--- config.mk ---
export PLATFORM = sky130hd
export DESIGN_NAME = rgba_window_pixel_writer
export DESIGN_NICKNAME = d
export VERILOG_FILES = /design/src/sv/rwp_pkg.sv /design/src/sv/rwp_color.sv /design/src/sv/rwp_window_words.sv /design/src/sv/rgba_window_pixel_writer.sv
export SDC_FILE = /design/constraint.sdc
export NUM_CORES = 1
export LEC_CHECK = 0
export BUFFER_PORTS_ARGS = -buffer_cell sky130_fd_sc_hd__buf_2
export CORE_MARGIN = 1
export CORE_UTILIZATION = 52
export DETAILED_ROUTE_END_ITERATION = 8
export GPL_TIMING_DRIVEN = 0
export PLACE_DENSITY = 0.78
export SLEW_MARGIN = 30
export SYNTH_ARGS = -nofsm -noshare
export SYNTH_HDL_FRONTEND = slang
export SYNTH_HIERARCHICAL = 1
export SYNTH_SLANG_ARGS = --single-unit
export TNS_END_PERCENT = 20
--- constraint.sdc ---
create_clock -name clk_i -period 9.9 [get_ports clk_i]
set_clock_uncertainty 0.15 [all_clocks]
set_input_delay 0.495 -clock clk_i [delete_from_list [all_inputs] [get_ports clk_i]]
set_output_delay 0.495 -clock clk_i [all_outputs]
set_load 0.02 [all_outputs]
--- src/sv/rwp_pkg.sv ---
// Package for the RGBA window pixel writer.
// Holds the shared types, command codes and blend constants; no dependencies.
package rwp_pkg;

  localparam logic [31:0] SPREAD_MASK  = 32'h07E0_F81F;
  localparam logic [7:0]  CMD_COLUMNS  = 8'h2A;
  localparam logic [7:0]  CMD_ROWS     = 8'h2B;
  localparam logic [7:0]  CMD_WRITE    = 8'h2C;
  localparam logic [7:0]  ALPHA_OPAQUE = 8'd255;
  localparam logic [7:0]  ALPHA_CLEAR  = 8'd0;

  localparam int unsigned    COUNT_W   = 21;
  localparam logic [20:0]    COUNT_MAX = 21'h1F_FFFF;

  localparam logic [5:0] BITS_CMD   = 6'd8;
  localparam logic [5:0] BITS_PIXEL = 6'd16;
  localparam logic [5:0] BITS_RANGE = 6'd32;

  typedef enum logic {
    KIND_WINDOW = 1'b0,
    KIND_PIXEL  = 1'b1
  } rwp_kind_e;

  typedef enum logic [2:0] {
    BEAT_COL_CMD   = 3'd0,
    BEAT_COL_RANGE = 3'd1,
    BEAT_ROW_CMD   = 3'd2,
    BEAT_ROW_RANGE = 3'd3,
    BEAT_WRITE_CMD = 3'd4
  } rwp_beat_e;

  typedef struct packed {
    logic [7:0] red;
    logic [7:0] green;
    logic [7:0] blue;
    logic [7:0] alpha;
  } rwp_pixel_t;

  typedef struct packed {
    logic        is_command;
    logic [31:0] word;
    logic [5:0]  word_bits;
    logic        run_last;
    logic        window_last_pixel;
  } rwp_result_t;

endpackage

--- src/sv/rwp_color.sv ---
// RGBA8888 to RGB565 conversion with alpha blend over the background color.
// Uses rwp_pkg; purely combinational.
module rwp_color (
  input  rwp_pkg::rwp_pixel_t pixel_i,
  input  logic [15:0]         bg_i,
  output logic [15:0]         color_o
);

  logic [15:0] fg;
  logic [8:0]  alpha_sum;
  logic [5:0]  alpha5;
  logic [31:0] fg_spread;
  logic [31:0] bg_spread;
  logic [31:0] diff;
  logic [31:0] prod;
  logic [31:0] mix;

  assign fg = {pixel_i.red[7:3], pixel_i.green[7:2], pixel_i.blue[7:3]};

  assign alpha_sum = {1'b0, pixel_i.alpha} + 9'd4;
  assign alpha5    = alpha_sum[8:3];

  assign fg_spread = {fg, fg} & rwp_pkg::SPREAD_MASK;
  assign bg_spread = {bg_i, bg_i} & rwp_pkg::SPREAD_MASK;
  assign diff      = fg_spread - bg_spread;
  assign prod      = 32'(diff * {26'd0, alpha5});
  assign mix       = ((prod >> 5) + bg_spread) & rwp_pkg::SPREAD_MASK;

  always_comb begin
    if (pixel_i.alpha == rwp_pkg::ALPHA_OPAQUE) begin
      color_o = fg;
    end else if (pixel_i.alpha == rwp_pkg::ALPHA_CLEAR) begin
      color_o = bg_i;
    end else begin
      color_o = mix[31:16] | mix[15:0];
    end
  end

endmodule

--- src/sv/rwp_window_words.sv ---
// Word generator for the five-word window setup sequence and the pixel count.
// Uses rwp_pkg; purely combinational.
module rwp_window_words #(
  parameter int unsigned COORD_BITS = 10
) (
  input  logic [COORD_BITS-1:0]    x_i,
  input  logic [COORD_BITS-1:0]    y_i,
  input  logic [COORD_BITS:0]      width_i,
  input  logic [COORD_BITS:0]      height_i,
  input  rwp_pkg::rwp_beat_e       beat_i,
  output rwp_pkg::rwp_result_t     result_o,
  output logic [rwp_pkg::COUNT_W-1:0] count_o
);

  localparam int unsigned PROD_W = 2 * COORD_BITS + 2;

  logic [31:0]       col_word;
  logic [31:0]       row_word;
  logic [15:0]       col_end;
  logic [15:0]       row_end;
  logic [PROD_W-1:0] area;
  logic [63:0]       area_ext;

  assign col_end  = 16'(32'(x_i) + 32'(width_i) - 32'd1);
  assign row_end  = 16'(32'(y_i) + 32'(height_i) - 32'd1);
  assign col_word = {16'(x_i), col_end};
  assign row_word = {16'(y_i), row_end};

  assign area     = PROD_W'(width_i * height_i);
  assign area_ext = 64'(area);
  assign count_o  = (area_ext > 64'(rwp_pkg::COUNT_MAX)) ? rwp_pkg::COUNT_MAX
                                                          : area_ext[rwp_pkg::COUNT_W-1:0];

  always_comb begin
    result_o = '0;
    case (beat_i)
      rwp_pkg::BEAT_COL_CMD: begin
        result_o.is_command = 1'b1;
        result_o.word       = 32'(rwp_pkg::CMD_COLUMNS);
        result_o.word_bits  = rwp_pkg::BITS_CMD;
      end
      rwp_pkg::BEAT_COL_RANGE: begin
        result_o.word      = col_word;
        result_o.word_bits = rwp_pkg::BITS_RANGE;
      end
      rwp_pkg::BEAT_ROW_CMD: begin
        result_o.is_command = 1'b1;
        result_o.word       = 32'(rwp_pkg::CMD_ROWS);
        result_o.word_bits  = rwp_pkg::BITS_CMD;
      end
      rwp_pkg::BEAT_ROW_RANGE: begin
        result_o.word      = row_word;
        result_o.word_bits = rwp_pkg::BITS_RANGE;
      end
      rwp_pkg::BEAT_WRITE_CMD: begin
        result_o.is_command = 1'b1;
        result_o.word       = 32'(rwp_pkg::CMD_WRITE);
        result_o.word_bits  = rwp_pkg::BITS_CMD;
        result_o.run_last   = 1'b1;
      end
      default: begin
        result_o = '0;
      end
    endcase
  end

endmodule

--- src/sv/rgba_window_pixel_writer.sv ---
// Pixel item: a new pixel is accepted every clock while the output is taken;
// each passes through the input register, then the result register.
// Window item: five output words, sent through the single output register, which
// sends one word per clock while the output is taken; s_axis_tready stays low
// until the last word leaves the input register. The pixel count is loaded with
// the window's last word and drops by one per pixel, flagging the window's final
// pixel in m_axis_tuser[1]. The background color register is written directly
// and should only change while no item is in flight.
// Depends on rwp_pkg, rwp_color and rwp_window_words.
module rgba_window_pixel_writer #(
  parameter int unsigned COORD_BITS = 10
) (
  input  logic clk_i,
  input  logic rst_ni,

  input  logic        cfg_we_i,
  input  logic [15:0] cfg_wdata_i,

  input  logic        s_axis_tvalid,
  output logic        s_axis_tready,
  // x, y, width, height, red, green, blue, alpha (low to high), zero padded
  input  logic [((4*COORD_BITS+34+7)/8)*8-1:0] s_axis_tdata,
  // kind (0 = window, 1 = pixel)
  input  logic        s_axis_tuser,

  output logic        m_axis_tvalid,
  input  logic        m_axis_tready,
  // out_word, word_bits (low to high), zero padded
  output logic [39:0] m_axis_tdata,
  // is_command, window_last_pixel (low to high)
  output logic [1:0]  m_axis_tuser,
  output logic        m_axis_tlast
);

  localparam int unsigned C     = COORD_BITS;
  localparam int unsigned X_LO  = 0;
  localparam int unsigned Y_LO  = C;
  localparam int unsigned W_LO  = 2 * C;
  localparam int unsigned H_LO  = 3 * C + 1;
  localparam int unsigned PX_LO = 4 * C + 2;

  logic [15:0]                  bg_q;
  logic                         v1_q;
  rwp_pkg::rwp_kind_e           kind_q;
  rwp_pkg::rwp_beat_e           beat_q;
  logic [C-1:0]                 x_q;
  logic [C-1:0]                 y_q;
  logic [C:0]                   w_q;
  logic [C:0]                   h_q;
  rwp_pkg::rwp_pixel_t          pixel_q;
  logic [rwp_pkg::COUNT_W-1:0]  left_q;
  logic [rwp_pkg::COUNT_W-1:0]  left_d;
  rwp_pkg::rwp_result_t         res_q;
  rwp_pkg::rwp_result_t         res_d;
  logic                         out_v_q;

  rwp_pkg::rwp_result_t         win_res;
  logic [rwp_pkg::COUNT_W-1:0]  win_count;
  logic [15:0]                  color;
  rwp_pkg::rwp_pixel_t          pixel_in;
  logic                         out_free;
  logic                         issue;
  logic                         last_beat;
  logic                         accept;

  assign pixel_in = {s_axis_tdata[PX_LO +: 8], s_axis_tdata[PX_LO+8 +: 8],
                     s_axis_tdata[PX_LO+16 +: 8], s_axis_tdata[PX_LO+24 +: 8]};

  rwp_window_words #(
    .COORD_BITS(COORD_BITS)
  ) u_window (
    .x_i      (x_q),
    .y_i      (y_q),
    .width_i  (w_q),
    .height_i (h_q),
    .beat_i   (beat_q),
    .result_o (win_res),
    .count_o  (win_count)
  );

  rwp_color u_color (
    .pixel_i (pixel_q),
    .bg_i    (bg_q),
    .color_o (color)
  );

  assign out_free  = !out_v_q || m_axis_tready;
  assign issue     = v1_q && out_free;
  assign last_beat = (kind_q == rwp_pkg::KIND_PIXEL) || (beat_q == rwp_pkg::BEAT_WRITE_CMD);
  assign s_axis_tready = !v1_q || (out_free && last_beat);
  assign accept    = s_axis_tvalid && s_axis_tready;

  always_comb begin
    left_d = left_q;
    if (kind_q == rwp_pkg::KIND_PIXEL) begin
      res_d                   = '0;
      res_d.word              = {16'd0, color};
      res_d.word_bits         = rwp_pkg::BITS_PIXEL;
      res_d.run_last          = 1'b1;
      res_d.window_last_pixel = (left_q == rwp_pkg::COUNT_W'(1));
      if (left_q != '0) begin
        left_d = left_q - rwp_pkg::COUNT_W'(1);
      end
    end else begin
      res_d = win_res;
      if (beat_q == rwp_pkg::BEAT_WRITE_CMD) begin
        left_d = win_count;
      end
    end
  end

  always_ff @(posedge clk_i or negedge rst_ni) begin
    if (!rst_ni) begin
      bg_q    <= '0;
      v1_q    <= 1'b0;
      kind_q  <= rwp_pkg::KIND_WINDOW;
      beat_q  <= rwp_pkg::BEAT_COL_CMD;
      left_q  <= '0;
      out_v_q <= 1'b0;
    end else begin
      if (cfg_we_i) begin
        bg_q <= cfg_wdata_i;
      end
      if (accept) begin
        v1_q   <= 1'b1;
        kind_q <= rwp_pkg::rwp_kind_e'(s_axis_tuser);
        beat_q <= rwp_pkg::BEAT_COL_CMD;
      end else if (issue && last_beat) begin
        v1_q <= 1'b0;
      end else if (issue) begin
        beat_q <= rwp_pkg::rwp_beat_e'(beat_q + 3'd1);
      end
      if (issue) begin
        left_q  <= left_d;
        out_v_q <= 1'b1;
      end else if (m_axis_tready) begin
        out_v_q <= 1'b0;
      end
    end
  end

  always_ff @(posedge clk_i) begin
    if (accept) begin
      x_q     <= s_axis_tdata[X_LO +: C];
      y_q     <= s_axis_tdata[Y_LO +: C];
      w_q     <= s_axis_tdata[W_LO +: C+1];
      h_q     <= s_axis_tdata[H_LO +: C+1];
      pixel_q <= pixel_in;
    end
    if (issue) begin
      res_q <= res_d;
    end
  end

  assign m_axis_tvalid = out_v_q;
  assign m_axis_tdata  = {2'b00, res_q.word_bits, res_q.word};
  assign m_axis_tuser  = {res_q.window_last_pixel, res_q.is_command};
  assign m_axis_tlast  = res_q.run_last;

endmodule
* Yosys cells after proc, flatten, opt, wreduce, memory -nomap -nowiden *
Cells that the tools add are included.

operators by class
  muxes and demuxes = 17
  bitwise logic cells = 1
  multiply operators = 2
  divide/modulo/power cells = 0
  shift operators = 0
  equal/unequal tests = 8
  $add $sub $neg = 9
  $lt $le $gt $ge = 1
  reductions and logical operators = 19

operator list
  operator                                                          number
  one-hot mux 32 bit (5 select lines)                               1
  two-way mux 21 bit                                                4
  multiplier 32 x 6 -> 32 bit                                       1
  two-way mux 16 bit                                                2
  subtractor 16 x 1 -> 16 bit (second input constant)               2
  subtractor 27 x 27 -> 28 bit                                      1
  adder 27 bit                                                      1
  adder 10 x 11 -> 12 bit                                           2
  two-way mux 24 bit                                                1
  greater-than comparator 22 x 21 -> 1 bit (second input constant)  1
  multiplier 11 x 11 -> 22 bit                                      1
  == test 21 x 1 -> 1 bit (second input constant)                   1
  nonzero test 21 bit                                               1
  subtractor 21 x 1 -> 21 bit (second input constant)               1
  bitwise OR 11 x 16 -> 16 bit                                      1
  adder 8 x 3 -> 9 bit (second input constant)                      1
  two-way mux 3 bit                                                 3
  == test 8 bit (second input constant)                             1
  zero test 8 bit                                                   1
  nonzero test 2 bit                                                4
  == test 3 x 2 -> 1 bit (second input constant)                    2
  two-way mux 1 bit                                                 6
  logical AND 1 bit                                                 4
  adder 3 x 1 -> 3 bit (second input constant)                      1
  10 further kinds                                                  13

storage, ports and cells
  output and inout bits = 45
  latch bits = 0
  RAM bits = 0
  memories kept = 0
  bits in read-only memories = 0
  register bits = 152
  logic and storage cells = 77

* Depth between registers and ports, before layout *
Gate-level depths: netlist (run 1).

  depth after elaboration = 7
  gate-level depth with buffers = 38
  gate-level depth less buffers = 38

* Hierarchy *
The synthesis (run 1) kept the hierarchy.

by module, submodules not included
  module                    times used  area each (µm²)  cells an instance  seq. area each (µm²)
  rwp_color                 1           6947.9           923                0.0
  rgba_window_pixel_writer  1           6125.9           398                4529.3
  rwp_window_words          1           5889.4           770                0.0

* Least setup slack after synthesis (run 1) *
OpenSTA, ideal clock, no wires.

  path kind = register to register
  start = reg pixel_q[11] (netlist name)
  end = reg res_q, in the netlist m_axis_tdata[10], data pin
  slack = 2306 ps
  data arrival time = 7184 ps
  setup time = 260 ps
  path buffers = 0
  clock period less this slack = 7594 ps
  stages on the path, launching flop included = 37
  required time = 9490 ps
  cell sequence = edfxtp_1 > inv_1 > ha_1 > inv_1 > fa_1 > nand3_1 > nand2_1 > a21o_1 > nand2_1 > nand2_1 > a21o_1 > a21oi_1 > xor2_1 > nor2_1 > fa_1 > fa_1 > inv_1 > fa_1 > inv_1 > ha_1 > nand4_1 > nor4_1 > o2111a_1 > nor2_1 > and2_1 > xnor2_1 > ha_1 > and3_1 > nand2b_1 > a211o_1 > a31oi_4 > o41ai_2 > o41ai_2 > xnor2_1 > o21ai_0 > a31oi_1 > mux2_2

RTL lines
  what                      line                             source
  start: declaration        rgba_window_pixel_writer.sv:50   rwp_pkg::rwp_pixel_t pixel_q;
  start signal: assignment  rgba_window_pixel_writer.sv:148  pixel_q <= pixel_in;
  end signal: assignment    rgba_window_pixel_writer.sv:151  res_q <= res_d;
  end: declaration          rgba_window_pixel_writer.sv:53   rwp_pkg::rwp_result_t res_q;

==> results of run 1 <==
-- worst min-delay path by stage --
stage / start / end / cells past startpoint
2_1_floorplan: rst_ni / beat_q[0] / 0
3_3_place_gp: v1_q / m_axis_tvalid / 1
3_5_place_dp: v1_q / m_axis_tvalid / 1
4_1_cts: s_axis_tdata[61] / pixel_q[11] / 1
5_1_grt: s_axis_tdata[66] / pixel_q[0] / 1
6_report: s_axis_tdata[68] / pixel_q[2] / 1
-- registers in the layout (all words and copies together), names as in the netlist --
register / flops
v1_q: 1
m_axis_tvalid: 1
m_axis_tdata: 38
beat_q: 3
x_q: 10
bg_q: 16
y_q: 10
kind_q: 1
h_q: 11
m_axis_tuser: 2
pixel_q: 24
m_axis_tlast: 1
left_q: 21
w_q: 11
-- routing by layer --
layer  track usage [%]  share of wire (%)
met1             33.46                 40
met2             48.11                 49
met3             6.066                6.3
met4             14.13                5.1
met5                 0                  0
-- worst max-delay path: cells and delay by family, from the launching register on --
family	cells	cell delay, ns
fa+ha+maj	6	2.60
mux	1	0.23
simple gates	11	1.94
compound gates	10	2.52
xor+xnor	3	0.96
buf+inv	3	0.23
flops	1	0.47
-- layout make-up --
type,count,area (sq um)
plain buffers,72,371.6
clock buffers,17,425.4
clock inverters,15,191.4
fillers,3061,14770
inverters,370,1389
multi-input cells,1502,12740
flip-flops and latches,150,4289
well taps,461,576.8
repair buffers,133,733.2
-- stage by stage --
| step | setup WS (ns) | util (%) | area (sq um) | hold WS (ns) | cells |
|---|---|---|---|---|---|
| floorplan | 2.306 | - | 18760 | 0.04941 | 2094 |
| global placement | 0.8998 | 56.33 | 19990 | 0.3158 | 2684 |
| detailed placement | 0.8990 | 56.60 | 20080 | 0.3298 | 2687 |
| CTS | 0.8452 | 58.37 | 20710 | 0.04394 | 2720 |
| global route | 0.2464 | 58.39 | 20720 | 0.05001 | 2720 |
| finish | 0.6635 | 58.39 | 20720 | 0.05982 | 2720 |
==> metrics, run 1 <==
Crit Path Class=reg2reg; vias in the first global route=15790; number of diodes=0; headroom to the max-slew limit=33.90%; mean post-synth cell area=8.988 sq um; clock sinks=150; Worst-Margin Slew=0.9872 ns; commonest non-fill, non-tap cell in the layout=inv_1; Worst EP required=10.07 ns; largest net degree at the start of global routing=44; path depth of the worst reg2reg path=34; DR vias/cell=5.604; Wirelength per Cell=18.13 um; CTS H-tree depth=4; max cap viols=0; CP max FO=8; Tmin final=9.236 ns; Worst Path Arrival=9.41 ns; RR Startpoint=bg_q[1]; post-cts gate resize count=0; RSZ-0062 raised after global routing=no; setup slack, reg-to-reg=0.66 ns; warnings from Yosys=6; worst hold path type=in2reg; Num CTS Buffers=17; Port Buf Inserts=129; drc violations=0; Boundary Pins=147; crit path launch type=flop; DR pass1 iterations=6; GPL Wtd Cong=0.9319; Setup TNS=0 ns; Detailed Route Iter0 Violations=1044; Setup violations, final=0; Initial Util=52.77%; crit path from=bg_q[1]; Mapped Cells=2083; crit-path max cell delay=0.58 ns; die area=0.03677 sq mm; Nets=2714; drt total wl=49.31 mm; Layout area overhead=10.65%; Core Region=0.03548 sq mm; most frequent cells in the layout=inv_1 (363), nor2_1 (258), fa_1 (192), nand2_1 (174), ha_1 (174); CTS root buf=clkbuf_16; hpwl dp=39.66 mm; outcome=finished clean; Fmax=0.1083 GHz; Site Rows=69; Die W=191.8 um; clk slew on worst S/H paths=0.08 ns; Post-Syn Area=0.01872 sq mm; slowest CP cell=xor2_1; Max clock buf depth=2; worst-skew pair later-pin latency=0.46 ns; gr ovfl total=0; post-route ant nets=0; critical path endpoint=m_axis_tdata[10]; gr usage total=28.19%; Final period util=93.30%; Final Hold Viols=0; crit end category=flop; Vias=15240; post-cts hold buffer count=1; post-CTS setup buffers=0; first-pass GRT wire length=80.27 mm; chip height=191.8 um; proportion of layout cells with a drive suffix above 1=12.22%; Pins Over Slew Limit=0; CTS tree=yes; reg2reg end=m_axis_tdata[10]; initial antenna violation count=0
Power of run 1 is not shown: default switching activity piles up to over one toggle a cycle in this logic, so the estimate is an artifact.
==> inputs of run 2 (changes only) <==
--- a/config.mk
+++ b/config.mk
@@ -8,6 +8,7 @@
 export BUFFER_PORTS_ARGS = -buffer_cell sky130_fd_sc_hd__buf_2
 export CORE_MARGIN = 1
 export CORE_UTILIZATION = 52
+export CTS_BUF_LIST = sky130_fd_sc_hd__clkbuf_4 sky130_fd_sc_hd__clkbuf_8
 export DETAILED_ROUTE_END_ITERATION = 8
 export GPL_TIMING_DRIVEN = 0
 export PLACE_DENSITY = 0.78
==> run 2 against run 1 <==
  * Non-clock buffer count increased by 58
  * Die area unchanged
  * Wire length increased by 2.8%
  * First-iteration DRC count increased by 0.48%
  * Hold slack got worse by 0.032 ns
  * Sequential share of layout area decreased by 0.38 points
  * Cell area increased by 1.9%
  * Global-route usage increased by 0.73 points
  * Maximum frequency decreased by 0.88%
  * Core utilization increased by 1.1 points
  * Clock-buffer cell count unchanged
  * Critical endpoint unchanged
  * Largest cell class unchanged
==> metrics, run 2 (synthesis gave the netlist of run 1 again) <==
initial antenna violation count=0 (unchanged); Worst Path Arrival=9.55 ns (+0.14 ns); Worst EP required=10.13 ns (+0.06 ns); clock sinks=150 (unchanged); headroom to the max-slew limit=30.43% (-3.5 points); Wirelength per Cell=18.25 um (+0.70%); Pins Over Slew Limit=0 (unchanged); max cap viols=0 (unchanged); crit-path max cell delay=0.59 ns (about the same); Crit Path Class=reg2reg; CP max FO=8 (unchanged); Max clock buf depth=2 (unchanged); number of diodes=0 (unchanged); Initial Util=52.77% (unchanged); outcome=finished clean; drt total wl=50.71 mm (+2.8%); Nets=2772 (+2.1%); clk slew on worst S/H paths=0.11 ns (+0.03 ns); Vias=15490 (+1.6%); drc violations=0 (unchanged); post-route ant nets=0 (unchanged); die area=0.03677 sq mm (unchanged); commonest non-fill, non-tap cell in the layout=inv_1; Layout area overhead=12.73%; crit path launch type=flop; Num CTS Buffers=17 (unchanged); Setup violations, final=0 (unchanged); slowest CP cell=xor2_1; Tmin final=9.319 ns (+0.08227 ns); CTS H-tree depth=4 (unchanged); vias in the first global route=16090 (+1.9%); Die W=191.8 um (unchanged); DR vias/cell=5.576 (-0.51%); Worst Path Buf+Inv=3 (unchanged); hpwl dp=39.66 mm (unchanged); worst-skew pair later-pin latency=0.52 ns (+0.06 ns); gr ovfl total=0 (unchanged); CTS tree=yes; gr usage total=28.92% (+0.73 points); Fmax=0.1073 GHz (-0.88%); Setup TNS=0 ns (unchanged); largest net degree at the start of global routing=44 (unchanged); Site Rows=69 (unchanged); first-pass GRT wire length=82.13 mm (+2.3%); Final Hold Viols=0 (unchanged); chip height=191.8 um (unchanged); Largest register FFs=38 (unchanged); Cell Count, Final, Fillers Out=2778 (+2.1%); Detailed Route Iter0 Violations=1049 (+0.48%); Placed Instances=2687 (unchanged); Boundary Pins=147 (unchanged); RSZ-0062 raised after global routing=no; crit end category=flop; Port Buf Inserts=129 (unchanged); Core Region=0.03548 sq mm (unchanged); worst hold path type=in2reg; most frequent cells in the layout=inv_1 (363), nor2_1 (258), fa_1 (192), nand2_1 (174), ha_1 (174); Worst-Margin Slew=1.039 ns (+0.05175 ns); CTS root buf=clkbuf_8; GPL Wtd Cong=0.9319 (unchanged); delay-heaviest family, CP=adder cells; proportion of layout cells with a drive suffix above 1=11.91% (-0.31 points); post-cts gate resize count=0 (unchanged); Final period util=94.13% (+0.83 points); DR pass1 iterations=5 (-1)
run 2: per-layer routing:
layer	part of all wire (%)	track usage (%)
met1	40	34.02
met2	49	50.08
met3	5.8	5.993
met4	4.7	14.04
met5	0	0
run 2: path summary, 6_finish.rpt:
| kind | startpoint | to | slack, ns | cells after the start |
|---|---|---|---|---|
| setup / recovery | bg_q[1] | m_axis_tdata[10] | 0.58 | 34 |
| max in group asynchronous | rst_ni | bg_q[10] | 8.80 | 2 |
| setup reg to reg | bg_q[1] | m_axis_tdata[10] | 0.58 | 34 |
| hold reg to reg | v1_q | m_axis_tvalid | 0.36 | 1 |
| hold / removal | s_axis_tdata[5] | x_q[5] | 0.03 | 1 |
| min in group asynchronous | rst_ni | kind_q | 0.38 | 2 |
run 2: layout make-up:
| class | instances | area, sq um |
|---|---|---|
| buffer | 72 | 371.6 |
| sequential | 150 | 4289 |
| timing repair buffer | 191 | 1314 |
| clock buffer | 17 | 234.0 |
| fill | 3027 | 14380 |
| inverter | 370 | 1389 |
| tap | 461 | 576.8 |
| clock inverter | 15 | 191.4 |
| multi-input combinational | 1502 | 12740 |
run 2: metrics by stage:
| step | util (%) | setup slack [ns] | instance area (sq um) | hold WS, ns |
|---|---|---|---|---|
| finish | 59.48 | 0.5813 | 21110 | 0.02824 |
| global route | 59.48 | 0.2206 | 21110 | 0.01175 |
| CTS | 59.43 | 0.8210 | 21090 | 0.0005763 |
| detailed placement | 56.60 | 0.8990 | 20080 | 0.3298 |
| global placement | 56.33 | 0.8998 | 19990 | 0.3158 |
| floorplan | - | 2.306 | 18760 | 0.04941 |
run 2: repair_timing:
action / in CTS / in global routing
hold buffers: 58 / 1
setup buffers: 0 / 0
hold endpoints to repair: 100 / 1
Power of run 2 is left out for the same reason.
==> inputs of run 3 (changes only) <==
--- a/config.mk
+++ b/config.mk
@@ -6,12 +6,14 @@
 export NUM_CORES = 1
 export LEC_CHECK = 0
 export BUFFER_PORTS_ARGS = -buffer_cell sky130_fd_sc_hd__buf_2
+export CELL_PAD_IN_SITES_DETAIL_PLACEMENT = 1
+export CELL_PAD_IN_SITES_GLOBAL_PLACEMENT = 1
 export CORE_MARGIN = 1
 export CORE_UTILIZATION = 52
 export CTS_BUF_LIST = sky130_fd_sc_hd__clkbuf_4 sky130_fd_sc_hd__clkbuf_8
 export DETAILED_ROUTE_END_ITERATION = 8
 export GPL_TIMING_DRIVEN = 0
-export PLACE_DENSITY = 0.78
+export PLACE_DENSITY = 0.95
 export SLEW_MARGIN = 30
 export SYNTH_ARGS = -nofsm -noshare
 export SYNTH_HDL_FRONTEND = slang
==> constraint.sdc (replaced) <==
create_clock -name clk_i -period 11.56 [get_ports clk_i]
set_clock_uncertainty 0.15 [all_clocks]
set_input_delay 0.578 -clock clk_i [delete_from_list [all_inputs] [get_ports clk_i]]
set_output_delay 0.578 -clock clk_i [all_outputs]
set_load 0.02 [all_outputs]
==> run 3 against run 2 <==
  * Wire length up 25%
  * Critical path depth up 2
  * Maximum frequency down 2.9%
  * Via count up 5.7%
  * Die area unchanged
  * Sequential share of layout area up 0.61 points
  * Global-route usage up 6.2 points
==> metrics, run 3 (synthesis gave the netlist of run 1 again) <==
outcome=finished clean; post-route ant nets=0 (unchanged); max cap viols=0 (unchanged); Core Region=0.03548 sq mm (unchanged); largest net degree at the start of global routing=44 (unchanged); # fillers=4237 (+40%); GR met1 Demand/Resource=37.67% (+3.6 points); CTS H-tree depth=4 (unchanged); CTS tree=yes; path depth of the worst reg2reg path=36 (+5.9%); headroom to the max-slew limit=38.67% (+8.2 points); met3 usage=5.354% (-0.64 points); crit-path max cell delay=0.61 ns (+0.02 ns); Worst-Margin Slew=0.9180 ns (-0.1210 ns); worst hold path type=in2reg; post-CTS setup buffers=0 (unchanged); DR pass1 iterations=5 (unchanged); setup slack, reg-to-reg=1.96 ns (+1.38 ns); Nets=2714 (-2.1%); Storage cell area=0.004289 sq mm (unchanged); slowest CP cell=xor2_1; commonest non-fill, non-tap cell in the layout=inv_1; Top Usage Layer GRT=met2; GR Util met2=62.93% (+13 points); Final period util=83.06% (-11 points); reg2reg end=m_axis_tdata[10]; worst-skew pair later-pin latency=0.50 ns (-0.02 ns); Setup violations, final=0 (unchanged); drt total wl=63.19 mm (+25%); Detailed Route Iter0 Violations=1172 (+12%); Vias=16380 (+5.7%); gr ovfl total=0 (unchanged); Boundary Pins=147 (unchanged); Port Buf Inserts=129 (unchanged); Wirelength per Cell=23.23 um (+27%); CP max FO=8 (unchanged); min-delay src=s_axis_tdata[66]; proportion of layout cells with a drive suffix above 1=12.26% (+0.35 points); Crit Path Class=reg2reg; Site Rows=69 (unchanged); Worst EP required=11.67 ns (+1.54 ns); first-pass GRT wire length=98.28 mm (+20%); worst hold path depth=1 (unchanged); Fmax=0.1041 GHz (-2.9%); DR vias/cell=6.021 (+8.0%); Setup TNS=0 ns (unchanged); RSZ-0062 raised after global routing=no; initial antenna violation count=0 (unchanged); crit end category=flop; hold path endpoint=pixel_q[0]; GPL Wtd Cong=0.9435 (+1.2%); gr usage total=35.16% (+6.2 points); Largest register FFs=38 (unchanged); vias in the first global route=18390 (+14%); Max clock buf depth=2 (unchanged); Num CTS Buffers=17 (unchanged); most frequent cells in the layout=inv_1 (363), nor2_1 (258), fa_1 (192), nand2_1 (174), ha_1 (174); Tmin final=9.602 ns (+0.2832 ns); RR Startpoint=pixel_q[11]; Final Hold Viols=0 (unchanged); number of diodes=0 (unchanged); drc violations=0 (unchanged); clock sinks=150 (unchanged); clk slew on worst S/H paths=0.11 ns (about the same); Initial Util=52.77% (unchanged); Worst Path Arrival=9.71 ns (+0.16 ns); die area=0.03677 sq mm (unchanged); crit path launch type=flop; CTS root buf=clkbuf_8; chip height=191.8 um (unchanged); Die W=191.8 um (unchanged); Pins Over Slew Limit=0 (unchanged); hpwl dp=51.53 mm (+30%); Layout area overhead=9.436%; area of the multi-input gates=0.01274 sq mm (unchanged)
-- run 3: timing repair --
item	in CTS	in global routing
endpoints found under the hold margin	43	0
resized for setup	0	0
endpoints found under the setup margin	0	0
hold buffers	1	0
-- run 3: per-layer routing --
layer  share of wire, %  up-vias
met5                  0        -
met4                7.1        0
met3                5.0      282
met2                 52      711
met1                 36     8257
li1                   -     7127
-- run 3: area by class of cell --
cell class,instances,area share [%]
sequential,150,20.93
tap,461,2.815
multi-input combinational,1502,62.18
timing repair buffer,133,3.578
clock inverter,13,0.6229
buffer,72,1.814
clock buffer,19,1.276
inverter,370,6.778
-- run 3: worst max-delay path, delay by kind of cell, from the launching register on --
kind            cells  cell delay, ns
simple gates       10            1.56
flops               1            0.46
fa+ha+maj           7            2.88
xor+xnor            3            1.02
mux                 1            0.32
compound gates     11            2.72
buf+inv             4            0.26
-- run 3: how the worst max path moves through the flow --
stage	startpoint	to	slack (ns)	cells after the start
after detailed placement	pixel_q[11]	m_axis_tdata[10]	2.35	36
after global routing	pixel_q[11]	m_axis_tdata[10]	1.66	36
after floorplan	pixel_q[11]	m_axis_tdata[10]	3.97	36
final	pixel_q[11]	m_axis_tdata[10]	1.96	36
after CTS	pixel_q[11]	m_axis_tdata[10]	2.14	36
after global placement	pixel_q[11]	m_axis_tdata[10]	2.65	36
-- run 3: through the flow --
| stage | instances | worst slack, ns | hold slack, ns | instance area, sq um | utilization, % |
|---|---|---|---|---|---|
| CTS | 2720 | 2.145 | 0.08391 | 20470 | 57.70 |
| floorplan | 2094 | 3.966 | 0.1324 | 18760 | - |
| finish | 2720 | 1.958 | 0.09268 | 20490 | 57.75 |
| global placement | 2684 | 2.646 | 0.3182 | 19990 | 56.33 |
| global route | 2720 | 1.663 | 0.06873 | 20490 | 57.75 |
| detailed placement | 2687 | 2.354 | 0.3602 | 20080 | 56.58 |
Power of run 3 is left out for the same reason.
